[src/hdl/ntp_seconds_to_calendar_top_macros.svh]
// assertion macros for the ntp seconds to calendar decoder
// expects a clock named clk and a synchronous reset named rst in the including module
`ifndef NTP_SECONDS_TO_CALENDAR_TOP_MACROS_SVH
`define NTP_SECONDS_TO_CALENDAR_TOP_MACROS_SVH

// condition holds in the same cycle as the trigger
`define NTPCAL_ASSERT_SAME(label, trig, cond, msg) \
  label: assert property (@(posedge clk) disable iff (rst) (trig) |-> (cond)) else $error(msg);

// condition holds in the cycle after the trigger
`define NTPCAL_ASSERT_NEXT(label, trig, cond, msg) \
  label: assert property (@(posedge clk) disable iff (rst) (trig) |=> (cond)) else $error(msg);

`endif

[src/hdl/ntpcal_pkg.sv]
// types, constants and helpers for the ntp seconds to calendar decoder
// no dependencies
`default_nettype none

package ntpcal_pkg;

  typedef enum logic [1:0] {
    ST_OK          = 2'd0,
    ST_NOT_SERVER  = 2'd1,
    ST_BEFORE_2013 = 2'd2
  } status_t;

  typedef struct packed {
    logic [2:0]  mode_bits;
    logic [31:0] transmit_seconds;
  } req_item_t;

  typedef struct packed {
    status_t     status;
    logic [5:0]  second_of_minute;
    logic [5:0]  minute_of_hour;
    logic [4:0]  hour_of_day;
    logic [4:0]  day_of_month;
    logic [3:0]  month_index;
    logic [7:0]  year_since_1900;
    logic [2:0]  weekday;
  } rsp_item_t;

  localparam logic [2:0]  MODE_SERVER       = 3'd4;
  localparam logic [31:0] SECS_1900_TO_2013 = 32'd3565987200;
  localparam logic [16:0] SECS_PER_DAY      = 17'd86400;
  localparam logic [11:0] SECS_PER_HOUR     = 12'd3600;
  localparam logic [5:0]  SECS_PER_MIN      = 6'd60;
  localparam logic [10:0] DAYS_PER_CYCLE    = 11'd1461;
  localparam logic [8:0]  DAYS_PER_YEAR     = 9'd365;
  localparam logic [2:0]  DAYS_PER_WEEK     = 3'd7;
  localparam logic [1:0]  BASE_WEEKDAY      = 2'd2;
  localparam int          BASE_YEAR         = 2013;
  localparam int          EPOCH_YEAR        = 1900;
  localparam logic [7:0]  YEAR_OFFSET       = 8'(BASE_YEAR - EPOCH_YEAR);

  // reciprocals, exact over the reachable input span
  // days     = ((elapsed >> 7) * DAY_RECIP) >> 33
  // q4       = (days * CYCLE_RECIP) >> 24
  // weeks    = (x * WEEK_RECIP) >> 16
  // hours    = ((sod >> 4) * HOUR_RECIP) >> 20
  // minutes  = ((ms >> 2) * MIN_RECIP) >> 14
  localparam logic [23:0] DAY_RECIP   = 24'd12725830;
  localparam logic [13:0] CYCLE_RECIP = 14'd11484;
  localparam logic [13:0] WEEK_RECIP  = 14'd9363;
  localparam logic [12:0] HOUR_RECIP  = 13'd4661;
  localparam logic [10:0] MIN_RECIP   = 11'd1093;

  // day of year on which a month starts, february stretched in a leap year
  function automatic logic [8:0] month_start(input logic [3:0] m, input logic leap);
    logic [8:0] base;
    case (m)
      4'd0:    base = 9'd0;
      4'd1:    base = 9'd31;
      4'd2:    base = 9'd59;
      4'd3:    base = 9'd90;
      4'd4:    base = 9'd120;
      4'd5:    base = 9'd151;
      4'd6:    base = 9'd181;
      4'd7:    base = 9'd212;
      4'd8:    base = 9'd243;
      4'd9:    base = 9'd273;
      4'd10:   base = 9'd304;
      4'd11:   base = 9'd334;
      default: base = 9'd0;
    endcase
    if (leap && m >= 4'd2) begin
      base = base + 9'd1;
    end
    return base;
  endfunction

endpackage

`default_nettype wire

[src/hdl/ntp_seconds_to_calendar_top.sv]
// one item per cycle while the output is not stalled; register stages
// s0 to s5 and an output register hold the decode, which uses
// constant-reciprocal multiplies, each with its correction subtract
// a stalled output freezes every stage; reset clears all stage valid flags
// ntp transmit seconds to utc calendar decoder, depends on ntpcal_pkg
// and ntp_seconds_to_calendar_top_macros.svh
`default_nettype none

module ntp_seconds_to_calendar_top (
  input  wire                    clk,
  input  wire                    rst,
  input  wire                    req_valid,
  output logic                   req_ready,
  input  wire ntpcal_pkg::req_item_t req,
  output logic                   rsp_valid,
  input  wire                    rsp_ready,
  output ntpcal_pkg::rsp_item_t  rsp
);
  import ntpcal_pkg::*;

  `include "ntp_seconds_to_calendar_top_macros.svh"

  logic       advance;
  logic [5:0] stage_valid;

  assign advance   = !rsp_valid || rsp_ready;
  assign req_ready = advance;

  // stage 0: input register
  logic [2:0]  s0_mode;
  logic [31:0] s0_secs;

  // stage 1: status, day count
  status_t     s1_status;
  logic [16:0] s1_elapsed_lo;
  logic [13:0] s1_days;

  // stage 2: second of day, four-year cycle, week count
  status_t     s2_status;
  logic [13:0] s2_days;
  logic [16:0] s2_sod;
  logic [2:0]  s2_q4;
  logic [10:0] s2_wq;

  // stage 3: hour, day within cycle, weekday
  status_t     s3_status;
  logic [16:0] s3_sod;
  logic [4:0]  s3_hour;
  logic [2:0]  s3_q4;
  logic [10:0] s3_r4;
  logic [2:0]  s3_wk;

  // stage 4: second of hour, year, day of year
  status_t     s4_status;
  logic [11:0] s4_ms;
  logic [4:0]  s4_hour;
  logic [8:0]  s4_doy;
  logic        s4_leap;
  logic [7:0]  s4_year;
  logic [2:0]  s4_wk;

  // stage 5: minute, month
  status_t     s5_status;
  logic [11:0] s5_ms;
  logic [5:0]  s5_min;
  logic [4:0]  s5_hour;
  logic [8:0]  s5_doy;
  logic        s5_leap;
  logic [3:0]  s5_month;
  logic [7:0]  s5_year;
  logic [2:0]  s5_wk;

  // ---- stage 1 logic
  status_t     status_next;
  logic [31:0] elapsed_full;
  logic [46:0] day_prod;

  always_comb begin
    if (s0_mode != MODE_SERVER) begin
      status_next = ST_NOT_SERVER;
    end else if (s0_secs < SECS_1900_TO_2013) begin
      status_next = ST_BEFORE_2013;
    end else begin
      status_next = ST_OK;
    end
  end

  assign elapsed_full = s0_secs - SECS_1900_TO_2013;
  assign day_prod     = 47'(elapsed_full[29:7]) * 47'(DAY_RECIP);

  // ---- stage 2 logic
  logic [30:0] day_secs;
  logic [16:0] sod_next;
  logic [27:0] cycle_prod;
  logic [13:0] week_in;
  logic [27:0] week_prod;

  assign day_secs   = 31'(s1_days) * 31'(SECS_PER_DAY);
  assign sod_next   = s1_elapsed_lo - day_secs[16:0];
  assign cycle_prod = 28'(s1_days) * 28'(CYCLE_RECIP);
  assign week_in    = s1_days + 14'(BASE_WEEKDAY);
  assign week_prod  = 28'(week_in) * 28'(WEEK_RECIP);

  // ---- stage 3 logic
  logic [25:0] hour_prod;
  logic [13:0] cycle_days;
  logic [13:0] r4_full;
  logic [13:0] wk_full;

  assign hour_prod  = 26'(s2_sod[16:4]) * 26'(HOUR_RECIP);
  assign cycle_days = 14'(s2_q4) * 14'(DAYS_PER_CYCLE);
  assign r4_full    = s2_days - cycle_days;
  assign wk_full    = (s2_days + 14'(BASE_WEEKDAY)) - 14'(s2_wq) * 14'(DAYS_PER_WEEK);

  // ---- stage 4 logic
  logic [16:0] hour_secs;
  logic [16:0] ms_full;
  logic [1:0]  year_in_cycle;
  logic [10:0] doy_full;
  logic [7:0]  year_next;

  assign hour_secs = 17'(s3_hour) * 17'(SECS_PER_HOUR);
  assign ms_full   = s3_sod - hour_secs;

  // cycle starts on a common year, the fourth year of each cycle is leap
  always_comb begin
    if (s3_r4 >= 11'(3 * DAYS_PER_YEAR)) begin
      year_in_cycle = 2'd3;
    end else if (s3_r4 >= 11'(2 * DAYS_PER_YEAR)) begin
      year_in_cycle = 2'd2;
    end else if (s3_r4 >= 11'(DAYS_PER_YEAR)) begin
      year_in_cycle = 2'd1;
    end else begin
      year_in_cycle = 2'd0;
    end
  end

  assign doy_full  = s3_r4 - 11'(year_in_cycle) * 11'(DAYS_PER_YEAR);
  assign year_next = YEAR_OFFSET + {3'd0, s3_q4, 2'b00} + {6'd0, year_in_cycle};

  // ---- stage 5 logic
  logic [20:0] min_prod;
  logic [3:0]  month_next;

  assign min_prod = 21'(s4_ms[11:2]) * 21'(MIN_RECIP);

  always_comb begin
    month_next = 4'd0;
    for (int m = 1; m < 12; m++) begin
      if (s4_doy >= month_start(4'(m), s4_leap)) begin
        month_next = 4'(m);
      end
    end
  end

  // ---- output logic
  logic [11:0] min_secs;
  logic [11:0] sec_full;
  logic [8:0]  day_full;
  rsp_item_t   rsp_next;

  assign min_secs = 12'(s5_min) * 12'(SECS_PER_MIN);
  assign sec_full = s5_ms - min_secs;
  assign day_full = s5_doy - month_start(s5_month, s5_leap) + 9'd1;

  always_comb begin
    rsp_next        = '0;
    rsp_next.status = s5_status;
    if (s5_status == ST_OK) begin
      rsp_next.second_of_minute = sec_full[5:0];
      rsp_next.minute_of_hour   = s5_min;
      rsp_next.hour_of_day      = s5_hour;
      rsp_next.day_of_month     = day_full[4:0];
      rsp_next.month_index      = s5_month;
      rsp_next.year_since_1900  = s5_year;
      rsp_next.weekday          = s5_wk;
    end
  end

  // ---- control registers
  always_ff @(posedge clk) begin
    if (rst) begin
      stage_valid <= '0;
      rsp_valid   <= 1'b0;
    end else if (advance) begin
      stage_valid <= {stage_valid[4:0], req_valid};
      rsp_valid   <= stage_valid[5];
    end
  end

  // ---- payload registers
  always_ff @(posedge clk) begin
    if (advance) begin
      s0_mode       <= req.mode_bits;
      s0_secs       <= req.transmit_seconds;

      s1_status     <= status_next;
      s1_elapsed_lo <= elapsed_full[16:0];
      s1_days       <= day_prod[46:33];

      s2_status     <= s1_status;
      s2_days       <= s1_days;
      s2_sod        <= sod_next;
      s2_q4         <= cycle_prod[26:24];
      s2_wq         <= week_prod[26:16];

      s3_status     <= s2_status;
      s3_sod        <= s2_sod;
      s3_hour       <= hour_prod[24:20];
      s3_q4         <= s2_q4;
      s3_r4         <= r4_full[10:0];
      s3_wk         <= wk_full[2:0];

      s4_status     <= s3_status;
      s4_ms         <= ms_full[11:0];
      s4_hour       <= s3_hour;
      s4_doy        <= doy_full[8:0];
      s4_leap       <= (year_in_cycle == 2'd3);
      s4_year       <= year_next;
      s4_wk         <= s3_wk;

      s5_status     <= s4_status;
      s5_ms         <= s4_ms;
      s5_min        <= min_prod[19:14];
      s5_hour       <= s4_hour;
      s5_doy        <= s4_doy;
      s5_leap       <= s4_leap;
      s5_month      <= month_next;
      s5_year       <= s4_year;
      s5_wk         <= s4_wk;

      rsp           <= rsp_next;
    end
  end

  // ---- assertions
  logic ok_result;
  logic rej_result;
  logic time_in_range;
  logic date_in_range;
  logic fields_clear;

  assign ok_result     = rsp_valid && rsp.status == ST_OK;
  assign rej_result    = rsp_valid && rsp.status != ST_OK;
  assign time_in_range = rsp.second_of_minute < 6'd60 && rsp.minute_of_hour < 6'd60 &&
                         rsp.hour_of_day < 5'd24 && rsp.weekday < 3'd7;
  assign date_in_range = rsp.month_index < 4'd12 && rsp.day_of_month != 5'd0 &&
                         rsp.year_since_1900 >= 8'd113 && rsp.year_since_1900 <= 8'd136;
  assign fields_clear  = rsp.second_of_minute == 6'd0 && rsp.minute_of_hour == 6'd0 &&
                         rsp.hour_of_day == 5'd0 && rsp.day_of_month == 5'd0 &&
                         rsp.month_index == 4'd0 && rsp.year_since_1900 == 8'd0 &&
                         rsp.weekday == 3'd0;

  `NTPCAL_ASSERT_SAME(a_time_range, ok_result, time_in_range, "time of day or weekday out of range")
  `NTPCAL_ASSERT_SAME(a_date_range, ok_result, date_in_range, "calendar date out of range")
  `NTPCAL_ASSERT_SAME(a_reject_zero, rej_result, fields_clear, "rejected item has nonzero fields")
  `NTPCAL_ASSERT_NEXT(a_stall_freeze, rsp_valid && !rsp_ready, $stable(stage_valid), "stall moved")

endmodule

`default_nettype wire

[config.mk]
export PLATFORM = sky130hd
export DESIGN_NAME = ntp_seconds_to_calendar_top
export DESIGN_NICKNAME = d
export VERILOG_FILES = /design/src/hdl/ntpcal_pkg.sv /design/src/hdl/ntp_seconds_to_calendar_top.sv
export VERILOG_INCLUDE_DIRS = /design/src /design/src/hdl
export SDC_FILE = /design/constraint.sdc
export NUM_CORES = 1
export LEC_CHECK = 0
export BUFFER_PORTS_ARGS = -buffer_cell sky130_fd_sc_hd__buf_2
export CAP_MARGIN = 25
export CORE_AREA = 3 3 232 234
export DETAILED_ROUTE_END_ITERATION = 8
export DIE_AREA = 0 0 235 237
export GPL_ROUTABILITY_DRIVEN = 0
export PLACE_DENSITY = 0.82
export SETUP_SLACK_MARGIN = 0.1
export SYNTH_ARGS = -nofsm -noshare
export SYNTH_HDL_FRONTEND = slang
export SYNTH_SLANG_ARGS = --single-unit
export TNS_END_PERCENT = 100
[constraint.sdc]
create_clock -name clk -period 13.16 [get_ports clk]
set_input_delay 0.658 -clock clk [delete_from_list [all_inputs] [get_ports clk]]
set_output_delay 0.658 -clock clk [all_outputs]
set_load 0.02 [all_outputs]
==> out/results.ini, run 1 <==
[floorplan]
core_mm2=0.0522
rows=84
dieArea_mm2=0.0557
die_h_um=237
dieWidth_um=235
ioPinCount=80
start_util=0.543

[cts]
cts-root-buf=clkbuf_16
cts_setup_buffers=0
cts-hold-fix-buffers=0
clk_pin_slew_ns=0.06
cts_tree=yes
cts.repair.resized=0
htree_num_levels=1
cts_sinks=266
numCtsBuffers=31
insertion_delay_ns=0.59
ctsLongestPathBuffers=3

[outcome]
status=completed

[setup_path]
reg2reg_from=s0_secs[7]$_DFFE_PP_
rr_worst_depth=26
worstSetupEndpointType=flop
worstSetupEndpoint=s1_days[13]$_DFFE_PP_
critPathLaunchType=flop
r2r-end=s1_days[13]$_DFFE_PP_
arrival_ns=8.54
rrSetupSlack_ns=4.95
critPathMaxFanout=7
critPathKind=flop to flop
crit_required_ns=13.49
startpoint=s0_secs[7]$_DFFE_PP_

[routing]
ant_nets=0
wire_per_inst_um=17.5
routed_wl_um=58300
drt_iter0_drc=934
route.detailed.drc=0
dr.pass1.iters=8
num_vias=18300
routed_via_density=5.48

[synth]
seq_area_frac_synth=0.279
ys_warn_count=0
syn_inst=2515
synth_ff_type=edfxtp_1
yosys.area.top_type_share=0.278
synth_top_cell_by_area=ha_1
syn_nets=3463
synth_area_leaders=ha_1 (28%), edfxtp_1 (27%), fa_1 (20%)
async_flop_share=0
synth_edf_count=259
synth_area_per_cell_um2=11.3
netlist_area_mm2=0.0284
synth_seq_cells=266
synth.distinct_cells=64

[final_layout]
fin_cells=3340
antenna_cells=0
num-nets-final=3576
layout-drive-gt1-share=0.0656
synthToLayoutAreaGrowth_pct=8.24
fillers=3989

[global_routing]
antenna_found_initial=0
gr-total-overflow=0
grt_pass1_wl_um=96900
grt_max_degree=120
grt_util_all_layers=0.212
first_global_vias=19900

[timing]
hold_viol_final=0
rsz0062_at_grt=false
finClkSkew_ns=0.0142
max_freq_ghz=0.122
fin_tns_setup_ns=0
setup_violations=0
drv_slew=0
fin_crit_ns=8.21
period_share=0.624
worst_slew_pin_slew_ns=0.976
relSlewSlack=0.349

[placed_design]
placedCellCount=3283
dp_hpwl_um=47200
port_buffers=79

[min_path]
hold_path_depth=1
hold_path.class=primary input to flop

[flow_run]
maxCapViolations=0

## area by class of cell
cell class,instances,area [um^2],share of cell area
Clock buffer,33,783,0.0255
Multi-Input combinational cell,1635,18200,0.591
Sequential cell,266,7920,0.258
Timing Repair Buffer,91,485,0.0158
Clock inverter,24,241,0.00786
Tap cell,688,861,0.0280
Inverter,603,2270,0.0739
## synth_stat cells (19+ instances only)
master,count
inv_1,602
edfxtp_1,259
a21oi_1,99
o21ai_0,54
a21o_1,31
nand2_1,66
nor2b_1,19
xor2_1,49
xnor2_1,112
nor2_1,67
fa_1,279
and2_1,36
ha_1,630
## through the flow
step                cell area [um^2]  hold slack (ns)  setup WS [ns]  utilization
CTS                            30700            0.204           5.09        0.588
global placement               29700            0.401           5.35        0.568
floorplan                      28400            0.400           6.00            -
finish                         30700            0.241           4.95        0.588
global route                   30700            0.216           4.51        0.588
detailed placement             29700            0.405           5.11        0.568
## cells by family (layout without fill, tap and decap cells)
| logic type | count (synthesis) | after routing | share of synthesized area |
|---|---|---|---|
| adders and majority gates | 909 | 909 | 0.475 |
| buffers and inverters | 614 | 751 | 0.0812 |
| AOI/OAI and AO/OA | 286 | 286 | 0.0648 |
| and+or+nand+nor | 273 | 273 | 0.0480 |
| DFF | 266 | 266 | 0.279 |
| xor gates and xnor gates | 163 | 163 | 0.0508 |
| muxes | 4 | 4 | 0.00150 |
## worst min-delay path by stage
stage	start	to	slack, ns
after global placement	s4_year[7]$_DFFE_PP_	s5_year[7]$_DFFE_PP_	0.40
final	req[33]	s0_mode[1]$_DFFE_PP_	0.24
after global routing	req[32]	s0_mode[0]$_DFFE_PP_	0.22
after detailed placement	s0_secs[0]$_DFFE_PP_	s1_elapsed_lo[0]$_DFFE_PP_	0.40
after floorplan	s0_secs[0]$_DFFE_PP_	s1_elapsed_lo[0]$_DFFE_PP_	0.40
after CTS	req[31]	s0_secs[31]$_DFFE_PP_	0.20
## cell usage in the layout (no fill, tap or decap), types with 36 or more instances in the layout
| master | n |
|---|---|
| fa_1 | 279 |
| and2_1 | 36 |
| o21ai_0 | 54 |
| nor2_1 | 67 |
| a21oi_1 | 99 |
| buf_2 | 79 |
| ha_1 | 630 |
| xnor2_1 | 112 |
| edfxtp_1 | 259 |
| xor2_1 | 49 |
| nand2_1 | 66 |
| inv_1 | 601 |
## worst max-delay path, stage by stage, from the launching register on
cell and delay, ns:
edfxtp_1 0.49, ha_1 0.29, o21ai_2 0.20, a21boi_2 0.11, o21ai_1 0.17, a21oi_1 0.14
o31a_2 0.35, o21a_1 0.21, xnor2_1 0.59, inv_1 0.31, fa_1 0.57, inv_1 0.04
ha_1 0.28, ha_1 0.32, fa_1 0.48, fa_1 0.52, fa_1 0.49, ha_1 0.31
ha_1 0.37, a211oi_1 0.33, o221ai_1 0.20, a21oi_1 0.15, o211ai_1 0.17, a41oi_1 0.41
a21oi_1 0.16, a21oi_1 0.20, xnor2_1 0.09
## layer usage
layer,vias up,routed length (um),track usage,share of wire
met3,182,2710,0.0294,0.047
met5,-,0,0,0
met4,0,2540,0.0835,0.044
met2,510,29800,0.387,0.51
li1,8563,-,-,-
met1,9035,23300,0.252,0.40
## sequential cells by signal (all words and copies together) (netlist names), 8 cells and up
name / cells
rsp: 39
s0_secs: 32
s1_days: 14
s1_elapsed_lo: 17
s2_days: 11
s2_sod: 17
s3_r4: 11
s3_sod: 12
s4_doy: 9
s4_ms: 12
s4_year: 8
s5_year: 8
Power of run 1 is not shown: default switching activity piles up to over one toggle a cycle in this logic, so the estimate is an artifact.
==> run 2: changes to the inputs <==
--- a/config.mk
+++ b/config.mk
@@ -12,7 +12,7 @@
 export DETAILED_ROUTE_END_ITERATION = 8
 export DIE_AREA = 0 0 235 237
 export GPL_ROUTABILITY_DRIVEN = 0
-export PLACE_DENSITY = 0.82
+export PLACE_DENSITY = 0.85
 export SETUP_SLACK_MARGIN = 0.1
 export SYNTH_ARGS = -nofsm -noshare
 export SYNTH_HDL_FRONTEND = slang
==> constraint.sdc (replaced) <==
create_clock -name clk -period 6.8 [get_ports clk]
set_input_delay 0.34 -clock clk [delete_from_list [all_inputs] [get_ports clk]]
set_output_delay 0.34 -clock clk [all_outputs]
set_load 0.02 [all_outputs]
==> run 2 against run 1 <==
Compared with the run above: the run now ends with setup timing left; clock-buffer cell count grew 3; core utilization grew 4.3 points; global-route usage grew 2.5 points; hold slack lost 0.20 ns; wire length grew 14%; via count grew 7.1%; sequential cell count is the same; critical path type unchanged.
==> out/results.ini, run 2 (synthesis gave the netlist of run 1 again) <==
[outcome]
status=finished, violations left
failed_checks=setup timing

[floorplan]
rows=84  ; unchanged
die_h_um=237  ; unchanged
start_util=0.543  ; unchanged
dieArea_mm2=0.0557  ; unchanged
ioPinCount=80  ; unchanged
core_mm2=0.0522  ; unchanged
dieWidth_um=235  ; unchanged

[setup_path]
max_stage_delay_ns=0.55  ; -0.04 ns
critPathMaxFanout=4  ; -3
critPathKind=flop to flop
arrival_ns=7.65  ; -0.89 ns
path_common_cell=fa_1
reg2reg_from=s0_secs[8]$_DFFE_PP_
worstSetupEndpointType=flop
rr_worst_depth=31  ; +19%
crit_buf_inv=7  ; +5
critPathLaunchType=flop
worst_path_dominant_cell_family=adder cells
crit_required_ns=7.10  ; -6.39 ns
critPathSlowestCell=fa_1
r2r-end=s1_days[6]$_DFFE_PP_
rrSetupSlack_ns=-0.55  ; -5.50 ns

[final_layout]
layout_commonest_cell=ha_1
num-nets-final=3727  ; +4.2%
antenna_cells=0  ; unchanged
layout_common_cells=ha_1 (594), inv_1 (583), fa_1 (270)
top_register=rsp
layout-drive-gt1-share=0.146  ; +0.0807
synthToLayoutAreaGrowth_pct=16.1
reg_top3=rsp x39, s0_secs x32
regArea_mm2=0.00792  ; unchanged
fillers=3541  ; -11%
multi_input_area_mm2=0.0191  ; +5.0%
largest_reg_flops=39  ; unchanged
fin_cells=3490  ; +4.5%

[routing]
wire_per_inst_um=19.0  ; +9.1%
ant_nets=0  ; unchanged
drt_iter0_drc=1164  ; +25%
route.detailed.drc=0  ; unchanged
num_vias=19600  ; +7.1%
dr.pass1.iters=7  ; -1
routed_via_density=5.61  ; +2.5%
routed_wl_um=66500  ; +14%

[cts]
clk_pin_slew_ns=0.06  ; about the same
cts-root-buf=clkbuf_16
htree_num_levels=2  ; +1
insertion_delay_ns=0.55  ; -0.04 ns
cts_tree=yes
cts_sinks=266  ; unchanged
ctsLongestPathBuffers=3  ; unchanged
numCtsBuffers=34  ; +9.7%

[global_routing]
gr-total-overflow=0  ; unchanged
first_global_vias=21900  ; +10%
grt_pass1_wl_um=106000  ; +9.7%
grt_util_all_layers=0.236  ; +0.0249
antenna_found_initial=0  ; unchanged
grt_max_degree=133  ; +11%

[min_path]
hp-start=req_valid
hold_path.class=primary input to flop
hold_path_depth=3  ; +2
hold_end=stage_valid[0]$_SDFFE_PP0P_

[timing]
fin_crit_ns=7.35  ; -0.864 ns
drv_slew=0  ; unchanged
fin_ws_ns=-0.549  ; -5.50 ns
finClkSkew_ns=0.0136  ; -0.000566 ns
relSlewSlack=0.383  ; +0.0332
hold_viol_final=0  ; unchanged
period_share=1.08  ; +0.457
rsz0062_at_grt=true
max_freq_ghz=0.136  ; +12%
setup_violations=14  ; +14
worst_slew_pin_slew_ns=0.926  ; -0.0498 ns

[flow_run]
maxCapViolations=0  ; unchanged

[placed_design]
place_ws_ns=-0.464  ; -5.57 ns
placedCellCount=3362  ; +2.4%
port_buffers=79  ; unchanged
dp_hpwl_um=48300  ; +2.2%

[run 2: cell count changes in the layout (fill, tap and decap cells not counted), sizes merged]
cell	before	now
clkinvlp	8	1
clkbuf	33	36
inv	606	607
clkinv	10	15
buf	91	204
dlygate4sd3	0	35
[run 2: routing by layer]
layer | part of all wire | track usage | up-vias
li1 | - | - | 8862
met1 | 0.36 | 0.251 | 9611
met2 | 0.52 | 0.440 | 770
met3 | 0.054 | 0.0397 | 352
met4 | 0.071 | 0.138 | 0
met5 | 0 | 0 | -
[run 2: layout make-up]
class	instances	area share
well taps	688	0.0261
flip-flops and latches	266	0.240
inverters	603	0.0689
clock buffers	36	0.0261
repair buffers	239	0.0524
multi-input cells	1635	0.579
clock inverters	23	0.00771
[run 2: worst min-delay path, cell delays in order]
cell and delay, ns:
buf_2 0.10, nand2_1 0.04, a21oi_1 0.05
[run 2: through the flow]
step,hold WS [ns],TNS [ns],util,instance area (um^2)
CTS,0.0130,-0.196,0.625,32700
global placement,0.400,-1.03,0.582,30400
floorplan,0.400,0,-,28500
finish,0.0397,-5.08,0.631,32900
global route,0.0278,-7.47,0.631,32900
detailed placement,0.405,-4.07,0.582,30400
[run 2: how the worst max path moves through the flow]
stage,start,to,slack (ns),cells past startpoint
after floorplan,s0_secs[7]$_DFFE_PP_,s1_days[13]$_DFFE_PP_,0.009,26
after global placement,s0_secs[8]$_DFFE_PP_,s1_days[5]$_DFFE_PP_,-0.20,27
after detailed placement,s0_secs[8]$_DFFE_PP_,s1_days[13]$_DFFE_PP_,-0.46,27
after CTS,s0_secs[8]$_DFFE_PP_,s1_days[13]$_DFFE_PP_,-0.08,29
after global routing,s0_secs[8]$_DFFE_PP_,s1_days[13]$_DFFE_PP_,-0.75,31
final,s0_secs[8]$_DFFE_PP_,s1_days[6]$_DFFE_PP_,-0.55,31
[run 2: timing repair]
| item | in CTS | in global routing |
|---|---|---|
| endpoints found under the setup margin | 14 | 14 |
| gates resized for setup | 106 | 43 |
| hold buffers | 35 | 0 |
| pin swaps | 102 | 44 |
| hold endpoints to repair | 35 | 0 |
| setup buffers | 21 | 14 |
Power of run 2 is left out for the same reason.
